File: src/rtl/rwlq_pkg.sv
// ============================================================================
// rwlq_pkg: shared constants and types for the rolling window level quantizer
// Window geometry, field widths, opcodes and the controller/datapath bundles.
// ============================================================================
`default_nettype none

package rwlq_pkg;

    localparam int HIST_DEPTH  = 32;
    localparam int IDX_W       = $clog2(HIST_DEPTH);
    localparam int MAX_RESULTS = 32;
    localparam int CNT_CAP     = (HIST_DEPTH < MAX_RESULTS) ? HIST_DEPTH : MAX_RESULTS;
    localparam int CNT_W       = 6;

    localparam int SAMPLE_W  = 32;
    localparam int LIMIT_W   = 6;
    localparam int LEVEL_W   = 3;
    localparam int PROD_W    = SAMPLE_W + LEVEL_W;   // sample * 7 never overflows
    localparam int DSTEP_W   = 2;
    localparam int S_TDATA_W = 40;                   // sample + glyph_limit, byte padded
    localparam int M_TDATA_W = 8;                    // level, byte padded

    localparam logic MODE_PUSH   = 1'b0;
    localparam logic MODE_RENDER = 1'b1;

    // Controller -> datapath commands
    typedef struct packed {
        logic push;
        logic render_ld;
        logic idx_clr;
        logic idx_inc;
        logic rd_scan;
        logic rd_emit;
        logic max_upd;
        logic div_load;
        logic div_step;
        logic out_load;
    } rwlq_cmd_t;

    // Datapath -> controller status
    typedef struct packed {
        logic mode;
        logic cnt_zero;
        logic idx_last_scan;
        logic idx_last_emit;
        logic div_done;
        logic out_free;
    } rwlq_stat_t;

endpackage

`default_nettype wire

File: src/rtl/rwlq_dp.sv
// ============================================================================
// rwlq_dp: datapath of the rolling window level quantizer
// Sample ring with valid bits, head pointer, max tracker, restoring divider
// for the 3-bit level and the output register.
// ============================================================================
`default_nettype none

module rwlq_dp (
    input  wire                              aclk,
    input  wire                              aresetn,
    input  wire                              s_tuser,
    input  wire [rwlq_pkg::S_TDATA_W-1:0]    s_tdata,
    output logic                             m_tvalid,
    input  wire                              m_tready,
    output logic [rwlq_pkg::M_TDATA_W-1:0]   m_tdata,
    output logic                             m_tlast,
    input  rwlq_pkg::rwlq_cmd_t              cmd,
    output rwlq_pkg::rwlq_stat_t             stat
);

    logic [rwlq_pkg::SAMPLE_W-1:0] mem [rwlq_pkg::HIST_DEPTH];
    logic [rwlq_pkg::HIST_DEPTH-1:0] vld_reg;
    logic [rwlq_pkg::IDX_W-1:0]      head_reg;
    logic [rwlq_pkg::CNT_W-1:0]      idx_reg;
    logic [rwlq_pkg::CNT_W-1:0]      cnt_reg;
    logic [rwlq_pkg::SAMPLE_W-1:0]   rd_data_reg;
    logic                            rd_vld_reg;
    logic [rwlq_pkg::SAMPLE_W-1:0]   max_reg;
    logic [rwlq_pkg::PROD_W-1:0]     rem_reg;
    logic [rwlq_pkg::LEVEL_W-1:0]    quo_reg;
    logic [rwlq_pkg::DSTEP_W-1:0]    dstep_reg;
    logic                            out_vld_reg;
    logic [rwlq_pkg::LEVEL_W-1:0]    lvl_reg;
    logic                            last_reg;

    logic [rwlq_pkg::SAMPLE_W-1:0]   in_sample;
    logic [rwlq_pkg::LIMIT_W-1:0]    in_limit;
    logic [rwlq_pkg::IDX_W:0]        emit_sum;
    logic [rwlq_pkg::IDX_W-1:0]      emit_addr;
    logic [rwlq_pkg::IDX_W-1:0]      rd_addr;
    logic [rwlq_pkg::SAMPLE_W-1:0]   rd_word;
    logic [rwlq_pkg::PROD_W-1:0]     prod7;
    logic [rwlq_pkg::PROD_W-1:0]     div_trial;

    assign in_sample = s_tdata[rwlq_pkg::SAMPLE_W-1:0];
    assign in_limit  = s_tdata[rwlq_pkg::SAMPLE_W +: rwlq_pkg::LIMIT_W];

    // oldest-first walk: head + idx, wrapped at the window depth
    assign emit_sum  = {1'b0, head_reg} + {1'b0, idx_reg[rwlq_pkg::IDX_W-1:0]};
    assign emit_addr = (emit_sum >= (rwlq_pkg::IDX_W+1)'(rwlq_pkg::HIST_DEPTH))
                     ? rwlq_pkg::IDX_W'(emit_sum - (rwlq_pkg::IDX_W+1)'(rwlq_pkg::HIST_DEPTH))
                     : emit_sum[rwlq_pkg::IDX_W-1:0];
    assign rd_addr   = cmd.rd_emit ? emit_addr : idx_reg[rwlq_pkg::IDX_W-1:0];

    // never-written entries read as zero
    assign rd_word   = rd_vld_reg ? rd_data_reg : '0;
    assign prod7     = ({{rwlq_pkg::LEVEL_W{1'b0}}, rd_word} << 3)
                     - {{rwlq_pkg::LEVEL_W{1'b0}}, rd_word};
    assign div_trial = {{rwlq_pkg::LEVEL_W{1'b0}}, max_reg} << dstep_reg;

    // sample storage, no reset
    always_ff @(posedge aclk) begin
        if (cmd.push) begin
            mem[head_reg] <= in_sample;
        end
        if (cmd.rd_scan || cmd.rd_emit) begin
            rd_data_reg <= mem[rd_addr];
        end
    end

    always_ff @(posedge aclk) begin
        if (!aresetn) begin
            vld_reg     <= '0;
            head_reg    <= '0;
            rd_vld_reg  <= 1'b0;
            out_vld_reg <= 1'b0;
        end else begin
            if (cmd.push) begin
                vld_reg[head_reg] <= 1'b1;
                head_reg <= (head_reg == rwlq_pkg::IDX_W'(rwlq_pkg::HIST_DEPTH - 1))
                          ? '0 : head_reg + 1'b1;
            end
            if (cmd.rd_scan || cmd.rd_emit) begin
                rd_vld_reg <= vld_reg[rd_addr];
            end
            if (cmd.out_load) begin
                out_vld_reg <= 1'b1;
            end else if (m_tready) begin
                out_vld_reg <= 1'b0;
            end
        end
    end

    always_ff @(posedge aclk) begin
        if (cmd.render_ld) begin
            cnt_reg <= (in_limit > rwlq_pkg::LIMIT_W'(rwlq_pkg::CNT_CAP))
                     ? rwlq_pkg::CNT_W'(rwlq_pkg::CNT_CAP) : rwlq_pkg::CNT_W'(in_limit);
            max_reg <= rwlq_pkg::SAMPLE_W'(1);
        end else if (cmd.max_upd && (rd_word > max_reg)) begin
            max_reg <= rd_word;
        end

        if (cmd.idx_clr) begin
            idx_reg <= '0;
        end else if (cmd.idx_inc) begin
            idx_reg <= idx_reg + 1'b1;
        end

        // restoring division of 7*sample by max, one quotient bit per step
        if (cmd.div_load) begin
            rem_reg   <= prod7;
            quo_reg   <= '0;
            dstep_reg <= rwlq_pkg::DSTEP_W'(rwlq_pkg::LEVEL_W - 1);
        end else if (cmd.div_step) begin
            if (rem_reg >= div_trial) begin
                rem_reg            <= rem_reg - div_trial;
                quo_reg[dstep_reg] <= 1'b1;
            end
            dstep_reg <= dstep_reg - 1'b1;
        end

        if (cmd.out_load) begin
            lvl_reg  <= quo_reg;
            last_reg <= stat.idx_last_emit;
        end
    end

    assign stat.mode          = s_tuser;
    assign stat.cnt_zero      = (in_limit == '0);
    assign stat.idx_last_scan = (idx_reg == rwlq_pkg::CNT_W'(rwlq_pkg::HIST_DEPTH - 1));
    assign stat.idx_last_emit = ((idx_reg + 1'b1) == cnt_reg);
    assign stat.div_done      = (dstep_reg == '0);
    assign stat.out_free      = !out_vld_reg || m_tready;

    assign m_tvalid = out_vld_reg;
    assign m_tdata  = {{(rwlq_pkg::M_TDATA_W - rwlq_pkg::LEVEL_W){1'b0}}, lvl_reg};
    assign m_tlast  = last_reg;

endmodule

`default_nettype wire

File: src/rtl/rwlq_ctrl.sv
// ============================================================================
// rwlq_ctrl: controller of the rolling window level quantizer
// Sequences push, window max scan, per-entry divide and result hand-off.
// ============================================================================
`default_nettype none

module rwlq_ctrl (
    input  wire                   aclk,
    input  wire                   aresetn,
    input  wire                   s_tvalid,
    output logic                  s_tready,
    input  rwlq_pkg::rwlq_stat_t  stat,
    output rwlq_pkg::rwlq_cmd_t   cmd
);

    localparam logic [2:0] ST_IDLE     = 3'd0;
    localparam logic [2:0] ST_SCAN     = 3'd1;
    localparam logic [2:0] ST_SCAN_END = 3'd2;
    localparam logic [2:0] ST_EMIT_RD  = 3'd3;
    localparam logic [2:0] ST_DIV_LD   = 3'd4;
    localparam logic [2:0] ST_DIV_RUN  = 3'd5;
    localparam logic [2:0] ST_EMIT_OUT = 3'd6;

    logic [2:0] state_reg, state_next;
    logic       rd_pend_reg;

    always_ff @(posedge aclk) begin
        if (!aresetn) begin
            state_reg   <= ST_IDLE;
            rd_pend_reg <= 1'b0;
        end else begin
            state_reg   <= state_next;
            rd_pend_reg <= (state_reg == ST_SCAN);
        end
    end

    assign s_tready = (state_reg == ST_IDLE);

    always_comb begin
        state_next = state_reg;
        cmd        = '0;
        case (state_reg)
            ST_IDLE: begin
                if (s_tvalid) begin
                    if (stat.mode == rwlq_pkg::MODE_PUSH) begin
                        cmd.push = 1'b1;
                    end else if (!stat.cnt_zero) begin
                        cmd.render_ld = 1'b1;
                        cmd.idx_clr   = 1'b1;
                        state_next    = ST_SCAN;
                    end
                end
            end
            ST_SCAN: begin
                cmd.rd_scan = 1'b1;
                cmd.idx_inc = 1'b1;
                cmd.max_upd = rd_pend_reg;
                if (stat.idx_last_scan) begin
                    state_next = ST_SCAN_END;
                end
            end
            ST_SCAN_END: begin
                cmd.max_upd = 1'b1;
                cmd.idx_clr = 1'b1;
                state_next  = ST_EMIT_RD;
            end
            ST_EMIT_RD: begin
                cmd.rd_emit = 1'b1;
                state_next  = ST_DIV_LD;
            end
            ST_DIV_LD: begin
                cmd.div_load = 1'b1;
                state_next   = ST_DIV_RUN;
            end
            ST_DIV_RUN: begin
                cmd.div_step = 1'b1;
                if (stat.div_done) begin
                    state_next = ST_EMIT_OUT;
                end
            end
            ST_EMIT_OUT: begin
                if (stat.out_free) begin
                    cmd.out_load = 1'b1;
                    if (stat.idx_last_emit) begin
                        state_next = ST_IDLE;
                    end else begin
                        cmd.idx_inc = 1'b1;
                        state_next  = ST_EMIT_RD;
                    end
                end
            end
            default: begin
                state_next = ST_IDLE;
            end
        endcase
    end

endmodule

`default_nettype wire

File: src/rtl/rolling_window_level_quantizer.sv
// ============================================================================
// rolling_window_level_quantizer: sparkline level generator
// Ring of recent throughput samples rendered as 0..7 bar levels on request.
// ============================================================================
// A push transaction (s_tuser = 0) stores s_tdata[31:0] at the ring head.
// A render transaction (s_tuser = 1) scans all HIST_DEPTH entries for the
// maximum (floor of 1), then emits min(glyph_limit, 32) levels, oldest
// first, each floor(sample*7/max), with m_tlast on the final one; a limit
// of 0 emits nothing. The scan reads the sample memory one entry per cycle
// through its single read port, and each level needs a memory read, a load
// and three restoring-divide steps before it enters the output register,
// where output backpressure can hold it. Entries never pushed read as zero
// via per-entry valid bits cleared at reset, so no clearing pass is needed.
// ============================================================================
`default_nettype none

module rolling_window_level_quantizer (
    input  wire                               aclk,
    input  wire                               aresetn,
    // input transactions
    input  wire                               s_tvalid,
    output logic                              s_tready,
    input  wire [rwlq_pkg::S_TDATA_W-1:0]     s_tdata,   // [31:0] sample, [37:32] glyph_limit
    input  wire                               s_tuser,   // [0] mode: 0 push, 1 render
    // level transactions
    output logic                              m_tvalid,
    input  wire                               m_tready,
    output logic [rwlq_pkg::M_TDATA_W-1:0]    m_tdata,   // [2:0] level
    output logic                              m_tlast    // final level of a render
);

    rwlq_pkg::rwlq_cmd_t  cmd;
    rwlq_pkg::rwlq_stat_t stat;

    // sequencing: push, max scan, per-level divide and hand-off
    rwlq_ctrl u_ctrl (
        .aclk     (aclk),
        .aresetn  (aresetn),
        .s_tvalid (s_tvalid),
        .s_tready (s_tready),
        .stat     (stat),
        .cmd      (cmd)
    );

    // storage, max tracker, divider and output register
    rwlq_dp u_dp (
        .aclk     (aclk),
        .aresetn  (aresetn),
        .s_tuser  (s_tuser),
        .s_tdata  (s_tdata),
        .m_tvalid (m_tvalid),
        .m_tready (m_tready),
        .m_tdata  (m_tdata),
        .m_tlast  (m_tlast),
        .cmd      (cmd),
        .stat     (stat)
    );

endmodule

`default_nettype wire
File: config.mk
export PLATFORM = sky130hd
export DESIGN_NAME = rolling_window_level_quantizer
export DESIGN_NICKNAME = d
export VERILOG_FILES = /design/src/rtl/rwlq_pkg.sv /design/src/rtl/rwlq_dp.sv /design/src/rtl/rwlq_ctrl.sv /design/src/rtl/rolling_window_level_quantizer.sv
export SDC_FILE = /design/constraint.sdc
export NUM_CORES = 2
export LEC_CHECK = 0
export ABC_AREA = 1
export BUFFER_PORTS_ARGS = -buffer_cell sky130_fd_sc_hd__buf_2
export CELL_PAD_IN_SITES_DETAIL_PLACEMENT = 1
export CELL_PAD_IN_SITES_GLOBAL_PLACEMENT = 2
export CORE_MARGIN = 3
export CORE_UTILIZATION = 43
export DETAILED_ROUTE_END_ITERATION = 7
export GPL_TIMING_DRIVEN = 0
export PLACE_DENSITY = 0.82
export REMOVE_ABC_BUFFERS = 1
export SLEW_MARGIN = 20
export SYNTH_ARGS = -nofsm -noshare
export SYNTH_HDL_FRONTEND = slang
export SYNTH_SLANG_ARGS = --single-unit
File: constraint.sdc
create_clock -name aclk -period 5.2 [get_ports aclk]
set_clock_uncertainty 0.1 [all_clocks]
set_input_delay 0 -clock aclk [delete_from_list [all_inputs] [get_ports aclk]]
set_output_delay 0 -clock aclk [all_outputs]
set_load 0.01 [all_outputs]
# == After elaboration in Yosys (flattened, before gate mapping) ==
# Memories as Yosys holds them, arrays and structs flattened. A register that Yosys moved wholly into a read port is not among the register bits.
# Cells that the tools add are included.
# totals
memories,1
regBits,131
in_bits,45
ramBits,1024
wordCells,105
# op_classes
addsub,7
magnitude_cmp,9
bitwise_logic,2
muxes,41
reduce_logical,15
eq_ne,15
shifts,1
# mem_list
name,words,word_bits,rd,rd_clocked_by_memory_dff,write_ports,line_no,source
u_dp.mem,32,32,1,1,1,rwlq_dp.sv:21,logic [rwlq_pkg::SAMPLE_W-1:0] mem [rwlq_pkg::HIST_DEPTH];
# op_table
op,n
35-bit two-way mux,3
35-bit >= comparator,1
32-bit by 2-bit << shifter with 35-bit output,1
35-bit by 32-bit subtractor with 35-bit output,1
35-bit subtractor,1
32-bit greater-than comparator,1
32-bit two-way mux,1
32-bit OR,1
3-bit two-way mux,7
3-bit one-hot mux with 7 select lines,1
1-bit two-way mux,16
5-bit two-way mux,3
5-bit by 6-bit less-than comparator with 1-bit output (second input constant),2
2-bit != test (second input constant),5
3-bit equality test (second input constant),3
2-bit two-way mux,4
5-bit by 5-bit adder with 6-bit output,1
6-bit by 1-bit adder with 6-bit output (second input constant),1
3-bit by 2-bit equality test with 1-bit output (second input constant),2
6-bit by 5-bit equality test with 1-bit output (second input constant),1
6-bit equality test,1
6-bit >= comparator (second input constant),1
6-bit greater-than comparator (second input constant),1
6-bit zero test,1
other kinds (22),30

# == Longest topological paths before layout ==
# logic_depth
depth_word,7
mapped_depth,20

# == Modules after synthesis ==
# From an unflattened synthesis, not the netlist that was laid out.
# unflattened
cells_unflattened,5365
area_unflattened_um2,54319.6
# modules_own_cells
module,n_inst,area_per_inst_um2,cells_per_inst
rwlq_dp,1,53951.7,5302
rwlq_ctrl,1,367.9,63

# == Worst setup path after synthesis ==
# OpenSTA, ideal clock, no wires.
# synth_timing
kind,reg2reg
from,reg u_dp.dstep_reg[0] (netlist bit)
to,reg u_dp.rem_reg[0] (netlist bit) (enable)
arrival_time_ns,4.143
setup_ns,0.448
path_stages_with_launch,15
n_path_buf,2
required_ns,4.652
path_slack_ns,0.509
cell_sequence,dfxtp_1 > clkbuf_1 > buf_1 > nand2_1 > o21ai_0 > inv_1 > nand2_1 > o21ai_0 > ha_1 > nand2_1 > nor2_1 > nand3_1 > nor4_1 > a21oi_1 > a31oi_1
# synth_between
elab_chain_len,4
# synth_rtl
item,line_no,source
start: declaration,rwlq_dp.sv:31,logic [rwlq_pkg::DSTEP_W-1:0] dstep_reg;
start signal: assignment,rwlq_dp.sv:113,dstep_reg <= rwlq_pkg::DSTEP_W'(rwlq_pkg::LEVEL_W - 1);
start signal: assignment,rwlq_dp.sv:119,dstep_reg <= dstep_reg - 1'b1;
32-bit by 2-bit << shifter with 35-bit output,rwlq_dp.sv:59,"assign div_trial = {{rwlq_pkg::LEVEL_W{1'b0}}, max_reg} << dstep_reg;"
35-bit >= comparator,rwlq_dp.sv:115,if (rem_reg >= div_trial) begin
2-bit nonzero test (no line),n/a,
2-bit AND reduction (no line),n/a,
end signal: assignment,rwlq_dp.sv:111,rem_reg <= prod7;
end signal: assignment,rwlq_dp.sv:116,rem_reg <= rem_reg - div_trial;
end: declaration,rwlq_dp.sv:29,logic [rwlq_pkg::PROD_W-1:0] rem_reg;
# No other way between the ends.
# A chain may end at the register's enable or synchronous reset.

# == Worst setup path after layout ==
# layout_timing
from,reg u_dp.dstep_reg[1] (netlist bit)
to,reg u_dp.rem_reg[2] (netlist bit) (enable)
# The elaborated chain is that of the path after synthesis.

==> key figures <==
Logic synthesis
  – Synth Area per Inst: 10.6 sq um
  – Ys flop type: edfxtp_1
  – Register bit total from synthesis: 1187
  – Synth area leader: edfxtp_1
  – Top cells by count, synth: edfxtp_1, nor2_1, nand2_1
  – Area contributors post-synth: edfxtp_1, nor2_1, o21ai_0, nand2_1, o211ai_1
  – Mapped Area: 53400 sq um
  – Yosys cell types: 44
  – Most frequent cell after synthesis: edfxtp_1
  – Synth async-reset ratio: 0
  – Synth top area share: 0.619
  – Synth warn: 0
  – Sequential share of the synthesized area: 0.651
  – Post-synthesis instance total: 5041
  – Number of synthesized flops with an enable pin: 1101

Drt
  – Aggregate routed wire length: 167 mm
  – DRC Markers: 0
  – DR vias/cell: 5.69
  – Post-route ant nets: 0
  – Vias: 39076
  – Drt pass-1 iters: 5
  – Initial DRC count: 3400
  – Drt wl/cell: 24.4 um

Global routing
  – Overflow after GRT: 0
  – Initial antenna violation count: 4
  – Tot GR Track Use: 0.259
  – Vias in the first global route: 39839
  – First-pass GRT wire length: 250 mm
  – Largest net degree at the start of global routing: 127

Worst setup path
  – Critical setup path kind: reg -> reg
  – Cell family with the largest share of critical-path delay: simple AND/OR/NAND/NOR gates
  – Crit path buffers/inverters: 3
  – Worst path cell trace: inv_1 > nand2_1 > o21ai_0 > ha_1 > nand2_1 > nor2_1 > nand3_1 > nor4_1 > a21oi_1 > a31oi_4 > buf_16 > buf_16
  – CP max-delay cell: dfxtp_2
  – Crit path DAT: 5210 ps
  – CP Data Required Time: 5550 ps
  – Crit path launch type: flip-flop
  – Peak fanout along the critical path: 37
  – Max stage delay on crit path: 750 ps
  – Critical Path Sink Type: flip-flop

Job
  – Max Cap Viol: 0

Power and ir drop
  – Pwr/cell area: 607 nW/um^2
  – Leak Pwr: 22.1 nW
  – Overall power: 38.0 mW
  – Worst-case vdd ir drop: 0.000479 V

STA
  – Final worst setup slack: 341 ps
  – Final Cycle Share: 0.934
  – Max Transition Viols Final: 0
  – Final hold vios: 0
  – Final min period: 4860 ps
  – Max-slew headroom: 0.322
  – Max frequency: 206 MHz
  – Setup tns final: 0 ps
  – Worst slew pin tran: 1010 ps
  – Worst hold margin: 86.4 ps
  – Final setup violation count: 0
  – RSZ-0062 raised after global routing: false

Clocking
  – Clock Latency Late Sink: 770 ps
  – H-tree depth: 4
  – Clock root buffer: clkbuf_16
  – Reg clk slew, reported paths: 50 ps
  – Resized Gates After CTS: 0
  – CTS sink cnt: 1187
  – CTS tree: built
  – Num CTS Buffers: 132
  – Clock Path Buffers: 3

Final layout
  – Max reg flops: 1024
  – Final nets: 5292
  – Post-route cell area: 62500 sq um
  – Share of cells above drive strength 1: 0.0804
  – Layout area overhead: 17.1%

Place
  – Port Buffers: 48
  – DP Worst Slack: 322 ps
  – Routability congestion estimate: 0.880
  – Post-detail-place hpwl: 110 mm
  – Placed Area: 57800 sq um

Status
  – Status: completed

Floorplan
  – DIE WIDTH: 358 um
  – Core outline area: 123000 sq um
  – Die ar.: 128000 sq um
  – Starting Density: 0.436
  – I/O pins: 56
  – # rows: 128
  – Die height: 358 um

Hold path
  – Hold crit path type: in -> reg
-- timing repair --
item	4_1_cts	5_1_grt
buffers inserted	0	0
hold buffers	54	0
hold endpoints to repair	1084	0
endpoints found under the setup margin	0	0
-- final timing paths --
kind                     start                  end  slack (ps)  cells past startpoint
max          u_dp.dstep_reg[1]      u_dp.rem_reg[2]         340                     12
min                    aresetn  u_ctrl.state_reg[2]          90                      4
max reg2reg  u_dp.dstep_reg[1]      u_dp.rem_reg[2]         340                     12
min reg2reg    u_dp.quo_reg[0]      u_dp.lvl_reg[0]         330                      0
-- routing by layer --
metal	global-route usage	wire, um
met5	0	9
met4	0.0779	4670
met2	0.438	81000
met1	0.348	72100
met3	0.0373	9630
-- through the flow --
stage	std cells	utilization
global placement	6448	0.444
global route	6862	0.510
finish	6864	0.510
detailed placement	6572	0.472
floorplan	4775	-
CTS	6862	0.510
-- cells in the final DEF (no fill, tap or decap), types with 83 or more instances in the layout --
cell | synthesis | routed
a21oi_1 | 155 | 154
clkbuf_16 | 0 | 135
dfxtp_1 | 86 | 83
edfxtp_1 | 1101 | 1101
ha_1 | 110 | 110
inv_1 | 276 | 270
nand2_1 | 642 | 640
nand3_1 | 280 | 280
nor2_1 | 1029 | 996
o211ai_1 | 256 | 256
o21ai_0 | 583 | 583
o21ai_1 | 102 | 101
-- power by group --
group	switching (mW)	leakage [nW]	internal, mW
sequential	0.315	10.6	11.2
clock	3.89	2.04	5.22
combinational	11.9	9.41	5.49
total	16.1	22.1	21.9
-- final cells by class --
class	instances	area (sq um)
Fill cell	12995	60000
Tap cell	1625	2030
Inverter	279	1060
Clock inverter	64	626
Multi-Input combinational cell	3309	16600
Sequential cell	1187	34800
Antenna cell	2	5.00
Clock buffer	172	3560
Timing Repair Buffer	226	3820
-- cells by family (layout without fill, tap and decap cells) --
kind of cell / after synthesis / in the layout / synth area share
AOI/OAI and AO/OA: 1135 / 1135 / 0.120
xor gates and xnor gates: 23 / 23 / 0.00403
adders and majority gates: 112 / 112 / 0.0265
buffers and inverters: 549 / 741 / 0.0439
DFF: 1187 / 1187 / 0.651
muxes: 1 / 1 / 0.000187
other: 1 / 7 / 0.0000702
and+or+nand+nor: 2033 / 2033 / 0.154
-- worst reg2reg max path, stage by stage (launching register included) --
cell	delay, ps
dfxtp_2	750
inv_1	630
nand2_1	210
o21ai_0	180
ha_1	450
nand2_1	120
nor2_1	290
nand3_1	120
nor4_1	690
a21oi_1	260
a31oi_4	370
buf_16	210
buf_16	180
Power figures use the tool's default switching activity.
